[config.mk]
export PLATFORM = sky130hd
export DESIGN_NAME = tnc_cell
export DESIGN_NICKNAME = d
export VERILOG_FILES = /design/src/rtl/tnc_pkg.sv /design/src/rtl/tnc_cell.sv
export SDC_FILE = /design/constraint.sdc
export NUM_CORES = 1
export LEC_CHECK = 0
export ABC_CLOCK_PERIOD_IN_PS = 10000
export BUFFER_PORTS_ARGS = -buffer_cell sky130_fd_sc_hd__clkbuf_2
export CELL_PAD_IN_SITES_DETAIL_PLACEMENT = 1
export CELL_PAD_IN_SITES_GLOBAL_PLACEMENT = 1
export CORE_ASPECT_RATIO = 1.25
export CORE_UTILIZATION = 40
export CTS_CLUSTER_DIAMETER = 40
export DETAILED_ROUTE_END_ITERATION = 10
export PLACE_DENSITY = 0.89
export SLEW_MARGIN = 25
export SYNTH_ARGS = -nofsm -noshare
export SYNTH_HDL_FRONTEND = slang
export SYNTH_SLANG_ARGS = --single-unit
export TNS_END_PERCENT = 1
[constraint.sdc]
create_clock -name clk -period 10 [get_ports clk]
set_input_delay 0 -clock clk [delete_from_list [all_inputs] [get_ports clk]]
set_output_delay 0 -clock clk [all_outputs]
set_load 0.01 [all_outputs]
[src/rtl/tnc_pkg.sv]
`timescale 1ns / 1ps
// ----------------------------------------------------------------------------
// tnc_pkg
// types and constants shared by the tuner note classifier modules
// ----------------------------------------------------------------------------
package tnc_pkg;

  localparam int FREQ_W  = 16;
  localparam int LABEL_W = 24;
  localparam int TEXT_W  = 32;
  localparam int MARGIN_W = 10;
  localparam int CFG_IDX_W  = 2;
  localparam int CFG_DATA_W = 16;

  // request codes
  localparam logic [1:0] REQ_CLEAR  = 2'd0;
  localparam logic [1:0] REQ_APPEND = 2'd1;
  localparam logic [1:0] REQ_FIND   = 2'd2;

  // configuration register indexes
  localparam logic [CFG_IDX_W-1:0] CFG_MIN_FREQ = 2'd0;
  localparam logic [CFG_IDX_W-1:0] CFG_MAX_FREQ = 2'd1;
  localparam logic [CFG_IDX_W-1:0] CFG_MARGIN   = 2'd2;

  // pitch status codes
  localparam logic [1:0] ST_FLAT   = 2'd0;
  localparam logic [1:0] ST_SHARP  = 2'd1;
  localparam logic [1:0] ST_INTUNE = 2'd2;
  localparam logic [1:0] ST_NONE   = 2'd3;

  // color codes
  localparam logic [1:0] COL_RED   = 2'd0;
  localparam logic [1:0] COL_GREEN = 2'd1;
  localparam logic [1:0] COL_WHITE = 2'd2;

  // characters
  localparam logic [7:0] CH_MINUS = 8'h2D;
  localparam logic [7:0] CH_PLUS  = 8'h2B;
  localparam logic [7:0] CH_SPACE = 8'h20;
  localparam logic [TEXT_W-1:0] TEXT_NONE = 32'h6E6F6E65;

  typedef struct packed {
    logic [1:0]         req_type;
    logic [FREQ_W-1:0]  frequency_hz;
    logic [LABEL_W-1:0] tone_label;
  } tnc_in_t;

  typedef struct packed {
    logic [TEXT_W-1:0] display_text;
    logic [1:0]        pitch_status;
    logic [1:0]        color_code;
  } tnc_out_t;

  // query travelling down the cell row
  typedef struct packed {
    logic               valid;
    logic               hit;
    logic [FREQ_W-1:0]  freq;
    logic [FREQ_W-1:0]  tone;
    logic [LABEL_W-1:0] label;
  } token_t;

  // per-cell control from the entry count
  typedef struct packed {
    logic active;
    logic use_min;
    logic use_max;
  } cell_ctl_t;

endpackage

[src/rtl/tnc_cell.sv]
`timescale 1ns / 1ps
// ----------------------------------------------------------------------------
// tnc_cell
// one table entry plus its band test; passes the query token on each cycle
// ----------------------------------------------------------------------------
module tnc_cell
  import tnc_pkg::*;
(
  input  logic               clk,
  input  logic               rst_n,
  input  logic               wr_en,
  input  logic [FREQ_W-1:0]  wr_tone,
  input  logic [LABEL_W-1:0] wr_label,
  input  cell_ctl_t          ctl,
  input  logic [FREQ_W-1:0]  min_freq,
  input  logic [FREQ_W-1:0]  max_freq,
  input  logic [FREQ_W-1:0]  prev_tone,
  input  logic [FREQ_W-1:0]  next_tone,
  output logic [FREQ_W-1:0]  tone,
  input  token_t             tok_in,
  output token_t             tok_out
);

  logic [FREQ_W-1:0]  tone_r;
  logic [LABEL_W-1:0] label_r;
  token_t             tok_r, tok_nxt;

  logic [FREQ_W:0] twice;
  logic [FREQ_W:0] sum_lo, sum_hi;
  logic            above_low, below_high, match;

  always_ff @(posedge clk) begin
    if (wr_en) begin
      tone_r  <= wr_tone;
      label_r <= wr_label;
    end
  end

  assign twice  = {tok_in.freq, 1'b0};
  assign sum_lo = {1'b0, prev_tone} + {1'b0, tone_r};
  assign sum_hi = {1'b0, tone_r} + {1'b0, next_tone};

  always_comb begin
    above_low  = ctl.use_min ? (tok_in.freq >= min_freq) : (twice >= sum_lo);
    below_high = ctl.use_max ? (tok_in.freq < max_freq) : (twice < sum_hi);
    match      = tok_in.valid && !tok_in.hit && ctl.active && above_low && below_high;
    tok_nxt    = tok_in;
    if (match) begin
      tok_nxt.hit   = 1'b1;
      tok_nxt.tone  = tone_r;
      tok_nxt.label = label_r;
    end
  end

  always_ff @(posedge clk) begin
    if (!rst_n) begin
      tok_r.valid <= 1'b0;
    end else begin
      tok_r.valid <= tok_nxt.valid;
    end
    tok_r.hit   <= tok_nxt.hit;
    tok_r.freq  <= tok_nxt.freq;
    tok_r.tone  <= tok_nxt.tone;
    tok_r.label <= tok_nxt.label;
  end

  assign tone    = tone_r;
  assign tok_out = tok_r;

endmodule

==> metrics.md, run 1 <==
| Metric | Value |
|---|---|
| Status | `completed` |
| First-pass detailed-route iteration total | `4` |
| Complex-gate fraction of the synthesized area | `13.4%` |
| Cell with the biggest individual delay on the critical path | `or4_2` |
| Worst stage delay on the critical path | `670 ps` |
| Share of synthesized cell area in and, or, nand and nor gates | `7.12%` |
| Total length of routed wires | `21700 µm` |
| Core area | `0.0143 mm²` |
| Number of port buffers | `241` |
| Hold slack final | `343 ps` |
| Final nets | `1130` |
| Arrival time at the worst endpoint | `5340 ps` |
| Total GRT Usage | `29.0%` |
| Io pins | `242` |
| Worst IR drop on VDD | `112 µV` |
| Maximum number of pins on one net before global-route repair | `42` |
| Most instantiated cells after synthesis | `ha_1 (95), dfxtp_1 (58), inv_1 (48), edfxtp_1 (40), mux2_4 (39)` |
| Kind of path behind the tightest hold check | `in2reg` |
| Multiplexer share of the synthesized area | `10.2%` |
| Worst path cell trace | `ha_1 -> inv_1 -> fa_1 -> nor2b_1 -> o21ai_0 -> a21oi_1 -> o211ai_1 -> nand2_1 -> a41o_1 -> a31oi_1 -> ha_1 -> a21oi_1 -> o21ai_0 -> a2111oi_0 -> a211oi_1 -> or4_2 -> buf_4 -> mux2_4` |
| Leakage power total | `4.32 nW` |
| Final Max Slew Viols | `0` |
| Main combinational cell family by area after synthesis | `adder cells` |
| Clock buffer count from CTS | `9` |
| Synth top area cells | `edfxtp_1 (21%), ha_1 (20%), dfxtp_1 (20%), mux2_4 (10%), a21oi_1 (3.2%)` |
| Number of hold-slack violations in the final timing report | `0` |
| Power per cell area | `142 mW/mm²` |
| Max H-tree Level | `3` |
| Type of element capturing the critical path | `register` |
| Count of state elements after synthesis | `98` |
| Antenna violations before repair | `3` |
| Number of global-route vias before repair | `6115` |
| Final clock period utilization by the worst path | `51.0%` |
| Final worst clock skew | `18.1 ps` |
| Unrepaired setup endpoints after global routing | `false` |
| Register area share after synthesis | `40.5%` |
| Minimum clock period | `5100 ps` |
| Share of synthesized registers carrying an async set or reset | `0%` |
| Number of inserted filler cells in the final layout | `1648` |
| Leftover overflow at the end of global routing | `0` |
| Die Width | `110 µm` |
| Critical path fanouts, max | `41` |
| Share of layout cells above drive strength 1 | `34.6%` |
| Post-route setup TNS | `0 ps` |
| Most used standard cell by instance count after synthesis | `ha_1` |
| Cell type contributing the most total cell area after synthesis | `edfxtp_1` |
| Syn_nets | `783` |
| Wire length of the first global-routing pass | `31500 µm` |
| Die area | `0.0151 mm²` |
| Required time of the critical path | `10250 ps` |
| Actual transition at the worst max-transition pin | `1030 ps` |
| Drc violations | `0` |
| Initial DRC Count | `140` |
| Avg Synthesized Cell Area | `11.3 µm²` |
| Setup Buffers After CTS | `0` |
| CTS Root Cell | `clkbuf_16` |
| Detailed Place HPWL | `13500 µm` |
| Most common flop cell mapped by yosys | `dfxtp_1` |
| TritonCTS clock tree | `yes` |
| Worst-path clk slew | `80 ps` |
| Type of the worst setup path | `reg2reg` |
| Initial core utilization | `40.7%` |
| Type of origin of the critical path | `register` |
| Row count | `49` |
| Clock Sinks | `98` |
| Synth unique cells | `48` |
| Die H | `137 µm` |
| Final setup vio count | `0` |
| Post-synthesis cell area | `0.00584 mm²` |
| Post-detailed-route wirelength per cell | `20.6 µm` |
| Number of buffers on the longest clock path | `2` |
| Synth Area in XOR/XNOR | `3.75%` |
| Vias after detailed routing | `5481` |
| Maximum capacitance violations | `0` |
| Number of enable flip-flop cells after synthesis | `40` |
| Maximum clock frequency | `0.196 GHz` |
| Top cell type's share of synthesized area | `20.6%` |
| Final GP Congestion | `0.767` |
| DR vias/cell | `5.22` |
| Post-cts sizing count | `0` |
| Adder and majority cell fraction of the synthesized area | `21.1%` |
| Total number of yosys warnings | `0` |
| Relative max-transition margin | `31.6%` |
| Antenna Violating Nets Remaining | `0` |
| Area growth syn-to-layout | `46.0%` |
| Synth Instances | `518` |
| Clock latency on the worst-skew pair | `380 ps` |
-- layout by cell type (no fill, tap or decap), drive strengths merged, types with 15 or more instances in the layout --
cell type	n
a21oi	37
clkbuf	250
dfxtp	58
dlygate4sd3	99
edfxtp	40
ha	95
inv	52
mux2	40
nor2	23
o21ai	28
xnor2	15
-- state kept, by name, indices dropped and copies added (netlist names) --
name and count:
label_r 24, tok_out 58, tone 16
-- metrics by stage --
stage | std cells | power [mW] | util [%] | setup slack (ps) | cell area, µm²
6_report | 1051 | 1.21 | 59.4 | 4900 | 8520
5_1_grt | 1051 | 1.27 | 59.4 | 4470 | 8520
4_1_cts | 1048 | 1.18 | 59.3 | 4980 | 8510
3_5_place_dp | 933 | 0.792 | 50.3 | 5020 | 7220
3_3_place_gp | 933 | 0.776 | 50.3 | 5170 | 7220
2_1_floorplan | 518 | 0.672 | - | 5740 | 5840
-- routing by layer --
layer  global-route usage (%)  share of wire, %  up-vias
met5                        0                 0        -
met4                     20.6               6.5        0
met3                     6.33               4.7       81
met2                     55.0                55      200
met1                     26.7                34     2597
li1                         -                 -     2603
-- critical path: cells and delay by family (launching register included) --
family,cells,cell delay [ps]
and+or+nand+nor,3,890
adders and majority gates,3,770
DFF,1,460
AOI/OAI and AO/OA,9,1960
buffers and inverters,2,440
muxes,1,420
-- report_power, final --
part           leakage (nW)  switching [mW]  internal [mW]
sequential            0.881          0.0183          0.448
clock                 0.148           0.189          0.183
combinational          3.30           0.187          0.180
total                  4.32           0.395          0.811
-- area by class of cell --
cell class	count	area [µm²]	area share (%)
clock buffer	10	239	2.81
multi-input combinational	367	3240	38.1
inverter	48	180	2.12
antenna	3	7.51	0.0881
clock inverter	6	57.6	0.676
tap	178	223	2.61
sequential	98	2360	27.7
timing repair buffer	341	2200	25.9
-- kinds of logic (layout without fill, tap and decap cells) --
group                    count (synthesis)  after routing
adder cells (fa/ha/maj)                 97             97
AND/OR/NAND/NOR                         82             82
AO/OA/AOI/OAI                          123            123
buffers and inverters                   53            405
XOR/XNOR                                25             25
other                                    0              3
flip-flops                              98             98
multiplexers                            40             40
-- final timing paths --
path	from	slack (ps)	end	cells after the start
max	tone[0]$_DFFE_PP_	4900	tok_out[27]$_DFF_P_	18
min	wr_tone[6]	340	tone[6]$_DFFE_PP_	2
max reg2reg	tone[0]$_DFFE_PP_	4900	tok_out[27]$_DFF_P_	18
min reg2reg	label_r[4]$_DFFE_PP_	470	tok_out[4]$_DFF_P_	1
-- timing repair --
| item | 4_1_cts | 5_1_grt |
|---|---|---|
| hold endpoints to repair | 98 | 0 |
| hold buffers | 99 | 0 |
| setup endpoints to repair | 0 | 0 |
No activity file was read; power rests on OpenSTA's default activity.
==> inputs of run 2 (changes only) <==
--- a/config.mk
+++ b/config.mk
@@ -5,15 +5,15 @@
 export SDC_FILE = /design/constraint.sdc
 export NUM_CORES = 1
 export LEC_CHECK = 0
-export ABC_CLOCK_PERIOD_IN_PS = 10000
+export ABC_CLOCK_PERIOD_IN_PS = 4250
 export BUFFER_PORTS_ARGS = -buffer_cell sky130_fd_sc_hd__clkbuf_2
 export CELL_PAD_IN_SITES_DETAIL_PLACEMENT = 1
 export CELL_PAD_IN_SITES_GLOBAL_PLACEMENT = 1
 export CORE_ASPECT_RATIO = 1.25
-export CORE_UTILIZATION = 40
+export CORE_UTILIZATION = 33
 export CTS_CLUSTER_DIAMETER = 40
 export DETAILED_ROUTE_END_ITERATION = 10
-export PLACE_DENSITY = 0.89
+export PLACE_DENSITY = 0.79
 export SLEW_MARGIN = 25
 export SYNTH_ARGS = -nofsm -noshare
 export SYNTH_HDL_FRONTEND = slang
==> constraint.sdc (replaced) <==
create_clock -name clk -period 4.25 [get_ports clk]
set_input_delay 0 -clock clk [delete_from_list [all_inputs] [get_ports clk]]
set_output_delay 0 -clock clk [all_outputs]
set_load 0.01 [all_outputs]
==> metrics.md, run 2 (same netlist as run 1, synthesis figures left out) <==
| Metric | Value |
|---|---|
| Post-detailed-route wirelength per cell | `19.5 µm` |
| Total GRT Usage | `24.5%` |
| Required time of the critical path | `4490 ps` |
| Die area | `0.0182 mm²` |
| Relative max-transition margin | `59.1%` |
| Number of global-route vias before repair | `6236` |
| First-pass detailed-route iteration total | `7` |
| Maximum number of pins on one net before global-route repair | `24` |
| Cell family with most CP delay | `compound AO/OA/AOI/OAI gates` |
| Worst IR drop on VDD | `240 µV` |
| Die Width | `121 µm` |
| Area growth syn-to-layout | `58.9%` |
| Antenna Violating Nets Remaining | `0` |
| Final GP Congestion | `0.801` |
| Cell with the biggest individual delay on the critical path | `or4_4` |
| Io pins | `242` |
| Net Sw Frac | `31.2%` |
| Leading cell type in the layout, fill and taps excluded | `clkbuf_2` |
| Type of origin of the critical path | `register` |
| Number of buffers on the longest clock path | `2` |
| Actual transition at the worst max-transition pin | `598 ps` |
| Initial core utilization | `33.6%` |
| TritonCTS clock tree | `yes` |
| Worst stage delay on the critical path | `610 ps` |
| Number of cells in the finished layout apart from fillers | `1153` |
| Max H-tree Level | `3` |
| Number of flip-flops in the largest register | `58` |
| Total length of routed wires | `22400 µm` |
| Bufs and invs on worst path | `3` |
| Number of hold-slack violations in the final timing report | `0` |
| Worst-path clk slew | `100 ps` |
| Minimum clock period | `4510 ps` |
| Type of element capturing the critical path | `register` |
| Final nets | `1187` |
| Power per cell area | `331 mW/mm²` |
| Overall power | `3.07 mW` |
| Share of total power in combinational logic | `32.1%` |
| Detailed Place HPWL | `15100 µm` |
| Proportion of power drawn by the clock network | `32.4%` |
| Status | `finished, violations left` |
| Failing checks | `design-rule violations, negative setup slack` |
| Share of layout cells above drive strength 1 | `40.9%` |
| Unrepaired setup endpoints after global routing | `true` |
| Final worst setup slack | `-263 ps` |
| Clock buffer count from CTS | `9` |
| Drc violations | `2` |
| Switching power | `0.959 mW` |
| Maximum clock frequency | `0.222 GHz` |
| Wire length of the first global-routing pass | `33000 µm` |
| Post-route setup TNS | `-9270 ps` |
| Critical path fanouts, max | `5` |
| Vias after detailed routing | `5662` |
| Sequential cell area | `0.00236 mm²` |
| Row count | `54` |
| Initial DRC Count | `169` |
| Final setup vio count | `40` |
| Final Max Slew Viols | `0` |
| DR vias/cell | `4.91` |
| Number of port buffers | `241` |
| Antenna violations before repair | `1` |
| Die H | `151 µm` |
| Core area | `0.0174 mm²` |
| Internal power | `2.11 mW` |
| Kind of path behind the tightest hold check | `in2reg` |
| Leftover overflow at the end of global routing | `0` |
| Leakage power total | `4.69 nW` |
| Part of the power in registers | `35.5%` |
| Worst path cell trace | `ha_2 -> inv_2 -> fa_2 -> nor2b_1 -> o21ai_1 -> a21oi_2 -> o211ai_1 -> nand2_1 -> a41o_1 -> a31oi_1 -> ha_1 -> a21oi_1 -> o21ai_0 -> a2111oi_1 -> a211oi_1 -> or4_4 -> buf_12 -> buf_16 -> mux2_4` |
| Post-placement cell count | `1025` |
| Layout Cell Area excl Fill | `0.00927 mm²` |
| Most frequent cells in the layout | `clkbuf_2 (241), dlygate4sd3_1 (99), ha_1 (93), dfxtp_1 (58), buf_4 (50)` |
| Number of inserted filler cells in the final layout | `1945` |
| Arrival time at the worst endpoint | `4760 ps` |
| Core occupancy in the finished layout | `53.4%` |
| CTS Root Cell | `clkbuf_16` |
| Area of the multi-input gates | `0.00334 mm²` |
| Maximum capacitance violations | `0` |
| Final clock period utilization by the worst path | `106%` |
| Final worst clock skew | `26.5 ps` |
| Instance area after placement | `0.00766 mm²` |
| Type of the worst setup path | `reg2reg` |
| Clock latency on the worst-skew pair | `380 ps` |
| Clock Sinks | `98` |
==> run 2: cell count changes in the layout (fill, tap and decap cells not counted), sizes merged <==
cell	before	now
inv	52	51
clkinv	2	1
clkbuf	250	251
diode	3	2
bufinv	0	2
buf	2	58
==> run 2: through the flow <==
stage / setup slack, ps / hold slack [ps]
after floorplan: 11.3 / 27.7
after global routing: -422 / 292
final: -263 / 244
after global placement: -355 / 178
after detailed placement: -470 / 179
after CTS: -166 / 251
==> run 2: final timing paths <==
check                                     startpoint  cells past startpoint  slack [ps]            endpoint
worst max-delay path               tone[0]$_DFFE_PP_                     19        -260  tok_out[3]$_DFF_P_
worst min-delay path                           wr_en                      1         240   tone[0]$_DFFE_PP_
worst max register to register     tone[0]$_DFFE_PP_                     19        -260  tok_out[3]$_DFF_P_
worst min register to register  label_r[0]$_DFFE_PP_                      1         490  tok_out[0]$_DFF_P_
==> run 2: power groups by stage <==
stage | combinational, mW | clock [mW] | sequential, mW
after global routing | 1.09 | 1.04 | 1.10
final | 0.985 | 0.995 | 1.09
after CTS | 0.958 | 1.00 | 1.09
after floorplan | 0.458 | 0 | 1.13
after detailed placement | 0.824 | 0 | 1.11
after global placement | 0.784 | 0 | 1.10
==> run 2: metal layers <==
layer	share of wire, %	global-route usage (%)
met1	36	24.2
met2	56	47.2
met3	3.7	4.81
met4	4.2	13.2
met5	0	0
==> run 2: timing repair <==
| item | 4_1_cts | 5_1_grt |
|---|---|---|
| pin swaps | 25 | 3 |
| setup endpoints to repair | 41 | 41 |
| gates cloned | 3 | 0 |
| hold buffers | 99 | 0 |
| hold endpoints to repair | 98 | 0 |
| gates resized for setup | 30 | 7 |
| buffers inserted | 8 | 0 |
==> run 2: cell type report <==
class	instances	share of cell area (%)
Timing Repair Buffer	398	29.8
Antenna cell	2	0.0540
Clock buffer	10	2.58
Sequential cell	98	25.5
Tap cell	224	3.02
Inverter	48	1.94
Clock inverter	6	1.13
Multi-Input combinational cell	367	36.0
