<file path="src/rtl/tnc_pkg.sv">
`timescale 1ns / 1ps
// ----------------------------------------------------------------------------
// tnc_pkg
// types and constants shared by the tuner note classifier modules
// ----------------------------------------------------------------------------
package tnc_pkg;

  localparam int FREQ_W  = 16;
  localparam int LABEL_W = 24;
  localparam int TEXT_W  = 32;
  localparam int MARGIN_W = 10;
  localparam int CFG_IDX_W  = 2;
  localparam int CFG_DATA_W = 16;

  // request codes
  localparam logic [1:0] REQ_CLEAR  = 2'd0;
  localparam logic [1:0] REQ_APPEND = 2'd1;
  localparam logic [1:0] REQ_FIND   = 2'd2;

  // configuration register indexes
  localparam logic [CFG_IDX_W-1:0] CFG_MIN_FREQ = 2'd0;
  localparam logic [CFG_IDX_W-1:0] CFG_MAX_FREQ = 2'd1;
  localparam logic [CFG_IDX_W-1:0] CFG_MARGIN   = 2'd2;

  // pitch status codes
  localparam logic [1:0] ST_FLAT   = 2'd0;
  localparam logic [1:0] ST_SHARP  = 2'd1;
  localparam logic [1:0] ST_INTUNE = 2'd2;
  localparam logic [1:0] ST_NONE   = 2'd3;

  // color codes
  localparam logic [1:0] COL_RED   = 2'd0;
  localparam logic [1:0] COL_GREEN = 2'd1;
  localparam logic [1:0] COL_WHITE = 2'd2;

  // characters
  localparam logic [7:0] CH_MINUS = 8'h2D;
  localparam logic [7:0] CH_PLUS  = 8'h2B;
  localparam logic [7:0] CH_SPACE = 8'h20;
  localparam logic [TEXT_W-1:0] TEXT_NONE = 32'h6E6F6E65;

  typedef struct packed {
    logic [1:0]         req_type;
    logic [FREQ_W-1:0]  frequency_hz;
    logic [LABEL_W-1:0] tone_label;
  } tnc_in_t;

  typedef struct packed {
    logic [TEXT_W-1:0] display_text;
    logic [1:0]        pitch_status;
    logic [1:0]        color_code;
  } tnc_out_t;

  // query travelling down the cell row
  typedef struct packed {
    logic               valid;
    logic               hit;
    logic [FREQ_W-1:0]  freq;
    logic [FREQ_W-1:0]  tone;
    logic [LABEL_W-1:0] label;
  } token_t;

  // per-cell control from the entry count
  typedef struct packed {
    logic active;
    logic use_min;
    logic use_max;
  } cell_ctl_t;

endpackage

</file>
<file path="src/rtl/tnc_format.sv">
`timescale 1ns / 1ps
// ----------------------------------------------------------------------------
// tnc_format
// turns the token leaving the cell row into the display result
// ----------------------------------------------------------------------------
module tnc_format
  import tnc_pkg::*;
(
  input  logic                clk,
  input  logic                rst_n,
  input  token_t              tok,
  input  logic [MARGIN_W-1:0] margin,
  output logic                res_valid,
  output tnc_out_t            res_data
);

  logic        res_valid_r;
  tnc_out_t    res_data_r, res_data_nxt;
  logic [FREQ_W:0] f_plus_m, t_plus_m;

  assign f_plus_m = {1'b0, tok.freq} + (FREQ_W+1)'(margin);
  assign t_plus_m = {1'b0, tok.tone} + (FREQ_W+1)'(margin);

  always_comb begin
    if (!tok.hit) begin
      res_data_nxt.display_text = TEXT_NONE;
      res_data_nxt.pitch_status = ST_NONE;
      res_data_nxt.color_code   = COL_WHITE;
    end else if (f_plus_m < {1'b0, tok.tone}) begin
      res_data_nxt.display_text = {tok.label, CH_MINUS};
      res_data_nxt.pitch_status = ST_FLAT;
      res_data_nxt.color_code   = COL_RED;
    end else if ({1'b0, tok.freq} > t_plus_m) begin
      // two-letter label: mark as "+-"
      if (tok.label[7:0] == CH_SPACE) begin
        res_data_nxt.display_text = {tok.label[23:8], CH_PLUS, CH_MINUS};
      end else begin
        res_data_nxt.display_text = {tok.label, CH_PLUS};
      end
      res_data_nxt.pitch_status = ST_SHARP;
      res_data_nxt.color_code   = COL_RED;
    end else begin
      res_data_nxt.display_text = {tok.label, CH_SPACE};
      res_data_nxt.pitch_status = ST_INTUNE;
      res_data_nxt.color_code   = COL_GREEN;
    end
  end

  always_ff @(posedge clk) begin
    if (!rst_n) begin
      res_valid_r <= 1'b0;
    end else begin
      res_valid_r <= tok.valid;
    end
    res_data_r <= res_data_nxt;
  end

  assign res_valid = res_valid_r;
  assign res_data  = res_data_r;

endmodule

</file>
<file path="config.mk">
export PLATFORM = sky130hd
export DESIGN_NAME = tnc_format
export DESIGN_NICKNAME = d
export VERILOG_FILES = /design/src/rtl/tnc_pkg.sv /design/src/rtl/tnc_format.sv
export SDC_FILE = /design/constraint.sdc
export NUM_CORES = 1
export LEC_CHECK = 0
export ABC_AREA = 0
export BUFFER_PORTS_ARGS = -buffer_cell sky130_fd_sc_hd__clkbuf_2
export CAP_MARGIN = 20
export CORE_MARGIN = 1
export CORE_UTILIZATION = 48
export DETAILED_ROUTE_END_ITERATION = 10
export PLACE_DENSITY = 0.76
export RECOVER_POWER = 50
export SLEW_MARGIN = 40
export SYNTH_ARGS = -nofsm -noshare
export SYNTH_HDL_FRONTEND = slang
export SYNTH_SLANG_ARGS = --single-unit
</file>
<file path="constraint.sdc">
create_clock -name clk -period 4 [get_ports clk]
set_input_delay 0.2 -clock clk [delete_from_list [all_inputs] [get_ports clk]]
set_output_delay 0.2 -clock clk [all_outputs]
set_load 0.05 [all_outputs]
</file>
==> flow_summary.json, run 1 <==
{
  "setup_viol": 0,
  "critPathRequiredTime_ns": 4.10,
  "cts_buffers": 5,
  "hold-path-cell-count": 2,
  "die_w_um": 77.9,
  "cap_violations": 0,
  "yosysWarnings": 0,
  "antenna_left": 0,
  "final_nets": 540,
  "hold_viol_final": 0,
  "drcViolationCount": 0,
  "cts.sinks": 33,
  "place_area_um2": 3320,
  "grt_pass1_vias": 2477,
  "start_kind": "primary input",
  "peakVddDrop_mv": 0.208,
  "synth_edf_count": 0,
  "cp_max_fo": 10,
  "hold_start": "tok[8]",
  "cts_hold_buffers": 0,
  "relSlewSlack": 0.302,
  "grt_max_degree": 29,
  "end_kind": "flop",
  "drt_iter0_drc": 92,
  "leakage_nw": 1.72,
  "final_common_cell": "clkbuf_2",
  "postCtsSetupBuffers": 0,
  "start_util": 0.499,
  "synth.cell_area_um2": 2760,
  "drive_above_1_share": 0.254,
  "place_ws_ns": 0.358,
  "critPathKind": "in2reg",
  "synth-seq-area-share": 0.239,
  "p_per_area_nw_per_um2": 337,
  "post_cts_resized": 0,
  "rsz0062_at_grt": "false",
  "rows": 27,
  "die_h_um": 77.9,
  "worst_slack_ns": 0.608,
  "holdWs_ns": 0.0995,
  "gp_congestion": 0.887,
  "grt_first_pass_wirelength_um": 10900,
  "worst_slew_pin_slew_ns": 1.05,
  "cp.arrival_ns": 3.49,
  "min_period_ns": 3.39,
  "path_clk_slew_ns": 0.07,
  "vias": 2601,
  "die_area_um2": 6070,
  "async_reset_ff_frac": 0,
  "io_pins": 107,
  "final_cell_area_um2": 3420,
  "viasPerCell": 5.31,
  "root_buffer": "clkbuf_8",
  "grt_usage": 0.221,
  "avgRoutedWirePerCell_um": 13.3,
  "io_buffers": 103,
  "final_max_slew_viol_count": 0,
  "drt_wl_total_um": 6530,
  "ys.flop_type": "dfxtp_1",
  "area_growth_pct": 23.8,
  "drt_pass1_iterations": 5,
  "core_um2": 5540,
  "hold_class": "in2reg",
  "place_hpwl_um": 5600,
  "ys_ff_latch": 33,
  "grt_overflow": 0,
  "post-route-period-util": 0.848,
  "num_antenna_cells": 0,
  "max_freq_ghz": 0.295,
  "synth_cells": 314,
  "hold_end": "res_data[20]",
  "ctsLongestPathBuffers": 2,
  "fin_util": 0.618,
  "final_cell_mix": "clkbuf_2 (92), ha_1 (51), dfxtp_1 (33)",
  "setup_tns_ns": 0,
  "synth.distinct_cells": 50,
  "outcome": "complete, no violations",
  "avgSynthCellArea_um2": 8.80,
  "antenna_found_initial": 0,
  "cts-htree-levels": 2,
  "cts_tree": "done"
}
==> synthesized netlist by cell type, drive strengths merged, types with 5 or more instances <==
library cell	count	area, µm²
xor2	8	70.1
buf	6	46.3
a21oi	19	98.9
a21o	11	82.6
nand2b	15	93.8
nand4	7	43.8
nand2	16	60.1
nand3	8	40.0
dfxtp	33	661
o211ai	5	37.5
nor2	13	48.8
xnor2	18	158
o21ai	16	80.1
and2	10	62.6
inv	24	90.1
ha	51	638
==> power by group <==
part / switching [mW] / internal, mW / total [mW]
sequential: 0.00568 / 0.350 / 0.356
clock: 0.111 / 0.203 / 0.314
combinational: 0.300 / 0.184 / 0.484
==> metrics by stage <==
step,std cells,total power [mW]
after floorplan,315,0.720
after global placement,482,0.835
after global routing,490,1.23
after detailed placement,482,0.846
after CTS,490,1.16
final,490,1.15
==> routing by layer <==
| metal | global-route usage | up-vias | wire [µm] |
|---|---|---|---|
| met5 | 0 | - | 0 |
| met4 | 0.0528 | 0 | 52 |
| met3 | 0.0424 | 8 | 399 |
| met2 | 0.365 | 88 | 3010 |
| met1 | 0.293 | 1162 | 3070 |
| li1 | - | 1343 | - |
==> state kept, by name, indices dropped and copies added, names as in the netlist <==
signal / flops
res_valid: 1
res_data: 32
==> cell families after synthesis <==
kind of cell | count (synthesis) | synth area share
DFF | 33 | 0.239
adders and majority gates | 53 | 0.245
buffers and inverters | 32 | 0.0521
xor gates and xnor gates | 26 | 0.0824
other | 2 | 0.00272
AOI/OAI and AO/OA | 76 | 0.199
and+or+nand+nor | 92 | 0.179
==> worst max-delay path, cell delays in order <==
cell and delay [ns]:
clkbuf_2 0.10, ha_1 0.23, fa_1 0.41, a21o_1 0.23, a211oi_2 0.25, o2111ai_1 0.12
and3_1 0.28, xor2_1 0.17, ha_1 0.30, a211oi_1 0.23, nor2_1 0.07, nor3_1 0.17
nor2_1 0.09, a311oi_4 0.47, o311ai_1 0.18
==> cell type report <==
| class | count | area (µm²) |
|---|---|---|
| flip-flops and latches | 33 | 661 |
| repair buffers | 103 | 502 |
| multi-input cells | 250 | 1960 |
| clock buffers | 7 | 86.3 |
| well taps | 72 | 90.1 |
| fillers | 499 | 2120 |
| clock inverters | 1 | 30.0 |
| inverters | 24 | 90.1 |
==> worst max-delay path by stage <==
stage,startpoint,end,slack [ns],cells past startpoint
detailed placement,tok[40],res_data[15],0.36,15
floorplan,tok[40],res_data[13],0.77,15
CTS,tok[40],res_data[15],0.65,15
finish,tok[40],res_data[15],0.61,15
global placement,tok[40],res_data[15],0.46,15
global route,tok[40],res_data[15],0.33,15
(Power assumes the default switching activity.)
==> run 2, diff against run 1 <==
CORE_UTILIZATION = 45   (was 48)
PLACE_DENSITY = 0.75   (was 0.76)
clock period = 2.8 ns   (was 4 ns; I/O delays follow)
==> flow_summary.json, run 2 (synthesized netlist as in run 1, its figures left out) <==
{
  "antenna_left": 0,
  "critPathKind": "in2reg",
  "cap_violations": 0,
  "peakVddDrop_mv": 0.378,
  "outcome": "finished with violations",
  "multi_input_area_um2": 2060,
  "vias": 2884,
  "cts_tree": "done",
  "setup_viol": 10,
  "die_w_um": 80.4,
  "hold_class": "in2reg",
  "final_common_cell": "clkbuf_2",
  "p_int_mw": 1.07,
  "grt_usage": 0.241,
  "setup_tns_ns": -1.88,
  "io_buffers": 103,
  "end_kind": "flop",
  "path_clk_slew_ns": 0.07,
  "cts_buffers": 5,
  "p_total_mw": 1.72,
  "core_um2": 5920,
  "root_buffer": "clkbuf_8",
  "leakage_nw": 2.09,
  "cp_max_fo": 5,
  "grt_pass1_vias": 2783,
  "worst_slack_ns": -0.249,
  "regArea_um2": 661,
  "critPathRequiredTime_ns": 2.94,
  "final_cell_mix": "clkbuf_2 (97), buf_4 (70), ha_1 (50)",
  "worst_slew_pin_slew_ns": 0.619,
  "fin_util": 0.686,
  "max_freq_ghz": 0.328,
  "rows": 28,
  "cp.arrival_ns": 3.19,
  "drt_pass1_iterations": 4,
  "area_growth_pct": 47.0,
  "hold_viol_final": 0,
  "final_max_slew_viol_count": 0,
  "drive_above_1_share": 0.413,
  "start_kind": "primary input",
  "die_h_um": 80.4,
  "ctsLongestPathBuffers": 2,
  "io_pins": 107,
  "switching_share": 0.381,
  "grt_first_pass_wirelength_um": 11800,
  "cts.sinks": 33,
  "final_nets": 613,
  "place_ws_ns": -0.682,
  "rsz0062_at_grt": "true",
  "drt_iter0_drc": 69,
  "finalNonFillerCells": 566,
  "post-route-period-util": 1.09,
  "gp_congestion": 0.844,
  "p_per_area_nw_per_um2": 423,
  "drcViolationCount": 0,
  "holdWs_ns": 0.0305,
  "violations": "negative setup slack",
  "p_comb_frac": 0.506,
  "antenna_found_initial": 0,
  "p_sw_mw": 0.656,
  "place_inst": 552,
  "hold_start": "tok[9]",
  "nFillCells": 509,
  "die_area_um2": 6460,
  "relSlewSlack": 0.589,
  "num_antenna_cells": 0,
  "min_period_ns": 3.05,
  "viasPerCell": 5.10,
  "grt_max_degree": 29,
  "start_util": 0.467,
  "p_seq_frac": 0.295,
  "drt_wl_total_um": 7360,
  "crit_path_start": "margin[0]",
  "p_clk_frac": 0.198,
  "largest_reg_flops": 32,
  "place_area_um2": 3860,
  "final_cell_area_um2": 4060,
  "cts-htree-levels": 2,
  "place_hpwl_um": 6300,
  "avgRoutedWirePerCell_um": 13.0,
  "grt_overflow": 0
}
[run 2: changes by cell type in the layout (fill, tap and decap cells not counted), moves of 3 or more]
cell and change:
clkbuf_2 +5, and2_1 +6, a211oi_1 -3, and2_0 -6, buf_4 +70, clkbuf_1 -7
a211oi_2 +3, buf_6 +4
[run 2: power by group through the flow]
stage / clock network (mW) / logic, mW / registers, mW
after floorplan: 0 / 0.411 / 0.627
after global placement: 0 / 0.807 / 0.518
after detailed placement: 0 / 0.823 / 0.519
after CTS: 0.352 / 0.857 / 0.508
after global routing: 0.372 / 0.954 / 0.511
final: 0.342 / 0.871 / 0.508
[run 2: final timing paths]
path | to | slack (ns) | cells after the start
worst min-delay path | res_data[21] | 0.03 | 2
worst max-delay path | res_data[15] | -0.25 | 17
[run 2: final cells by class]
type | count | area share
repair buffers | 176 | 0.264
multi-input cells | 250 | 0.506
clock inverters | 3 | 0.00431
flip-flops and latches | 33 | 0.163
well taps | 75 | 0.0231
inverters | 24 | 0.0222
clock buffers | 5 | 0.0169
[run 2: critical path, stage by stage]
cell       delay (ns)
buf_6            0.09
buf_6            0.10
ha_4             0.15
fa_2             0.36
a21o_1           0.19
a211oi_2         0.21
o2111ai_1        0.15
and3_4           0.19
xor2_1           0.14
ha_1             0.31
a211oi_2         0.18
nor2_1           0.07
nor3_2           0.22
nor2_2           0.08
a311oi_4         0.32
buf_6            0.17
o311ai_1         0.10
[run 2: what timing repair did]
| item | in CTS | in global routing |
|---|---|---|
| resized for setup | 11 | 6 |
| endpoints found under the hold margin | 0 | 0 |
| cloned | 1 | 0 |
| buffers inserted | 3 | 2 |
| setup endpoints to repair | 10 | 10 |
| pin swaps | 3 | 3 |
| hold buffers | 0 | 0 |
[run 2: routing by layer]
layer	GRT usage	wire length, µm
met1	0.234	2970
met2	0.478	3720
met3	0.0432	486
met4	0.114	191
met5	0	0
==> run 3, diff against run 2 <==
CTS_CLUSTER_DIAMETER = 150   (was default)
REMOVE_ABC_BUFFERS = 1   (was default)
==> flow_summary.json, run 3 (synthesized netlist as in run 1, its figures left out) <==
{
  "drive_above_1_share": 0.468,
  "avgRoutedWirePerCell_um": 15.5,
  "io_buffers": 103,
  "antenna_left": 0,
  "critPathKind": "in2reg",
  "place_hpwl_um": 6530,
  "outcome": "finished with violations",
  "violations": "negative setup slack",
  "area_growth_pct": 60.0,
  "start_util": 0.467,
  "final_common_cell": "clkbuf_2",
  "die_w_um": 80.4,
  "setup_tns_ns": -2.39,
  "start_kind": "primary input",
  "grt_usage": 0.259,
  "cp_num_buf_inv": 3,
  "cts.sinks": 33,
  "post-route-period-util": 1.10,
  "cpLargestDelayFamily": "compound AO/OA/AOI/OAI gates",
  "final_cell_mix": "clkbuf_2 (97), buf_4 (76), ha_1 (45)",
  "gp_congestion": 0.935,
  "die_area_um2": 6460,
  "drcViolationCount": 0,
  "vias": 3054,
  "final_nets": 622,
  "grt_pass1_vias": 3074,
  "viasPerCell": 5.31,
  "place_area_um2": 3820,
  "cts_buffers": 5,
  "max_freq_ghz": 0.324,
  "root_buffer": "clkbuf_8",
  "critPathRequiredTime_ns": 2.96,
  "setup_viol": 10,
  "cts_hold_buffers": 0,
  "grt_overflow": 0,
  "path_clk_slew_ns": 0.07,
  "end_kind": "flop",
  "num_antenna_cells": 0,
  "min_period_ns": 3.08,
  "cp_cell_sequence": "buf_8 -> ha_4 -> a21o_1 -> a21o_4 -> a2111oi_4 -> buf_4 -> nor4_4 -> o21ai_1 -> xnor2_1 -> ha_1 -> nand4_1 -> a21oi_1 -> nor3_1 -> nor2_1 -> a311oi_4 -> buf_6 -> or3_1",
  "rows": 28,
  "core_um2": 5920,
  "peakVddDrop_mv": 0.438,
  "cp_max_fo": 5,
  "cts-htree-levels": 2,
  "die_h_um": 80.4,
  "worst_slack_ns": -0.282,
  "nFillCells": 420,
  "cp.arrival_ns": 3.24,
  "drt_iter0_drc": 102,
  "hold_viol_final": 0,
  "antenna_found_initial": 0,
  "final_max_slew_viol_count": 0,
  "final_cell_area_um2": 4420,
  "drt_pass1_iterations": 4,
  "cp_slowest_cell": "a2111oi_4",
  "grt_max_degree": 29,
  "hold_class": "in2reg",
  "cap_violations": 0,
  "largest_reg_flops": 32,
  "leakage_nw": 2.22,
  "grt_first_pass_wirelength_um": 13000,
  "place_ws_ns": -0.715,
  "drt_wl_total_um": 8940,
  "p_per_area_nw_per_um2": 446,
  "cts_tree": "done",
  "slowest_delay_ns": 0.35,
  "rsz0062_at_grt": "true",
  "io_pins": 107,
  "ctsLongestPathBuffers": 2
}
## run 3: area by class of cell
| cell class | instances | area, µm² | area share |
|---|---|---|---|
| clock buffer | 7 | 86.3 | 0.0195 |
| clock inverter | 1 | 30.0 | 0.00679 |
| inverter | 24 | 90.1 | 0.0204 |
| multi-input combinational | 250 | 2260 | 0.511 |
| sequential | 33 | 661 | 0.149 |
| tap | 75 | 93.8 | 0.0212 |
| timing repair buffer | 185 | 1200 | 0.272 |
## run 3: power breakdown
part | internal (mW) | switching, mW
Clock | 0.290 | 0.164
Sequential | 0.500 | 0.00901
Combinational | 0.460 | 0.549
## run 3: repair_timing
item | 4_1_cts | 5_1_grt
cloned | 1 | 0
buffers inserted | 5 | 10
resized for setup | 21 | 52
endpoints found under the setup margin | 10 | 10
pin swaps | 23 | 48
endpoints found under the hold margin | 0 | 0
## run 3: metal layers
metal  up-vias  routed length, µm  global-route usage
li1       1506                  -                   -
met1      1398               3430               0.256
met2       115               4650               0.513
met3        35                461              0.0364
met4         0                399               0.129
met5         -                  0                   0
## run 3: per-stage QoR
stage / hold WS (ns) / util / total power [mW] / std cells
global route: 0.0496 / 0.747 / 2.08 / 575
finish: 0.0353 / 0.747 / 1.97 / 575
global placement: 0.319 / 0.645 / 1.31 / 551
detailed placement: 0.324 / 0.645 / 1.34 / 551
CTS: 0.0343 / 0.692 / 1.84 / 565
floorplan: 0.213 / - / 1.02 / 307
## run 3: path summary, 6_finish.rpt
path	from	to	slack, ns	cells past startpoint
worst max-delay path	tok[41]	res_data[4]	-0.28	17
worst min-delay path	tok[13]	res_data[25]	0.04	2
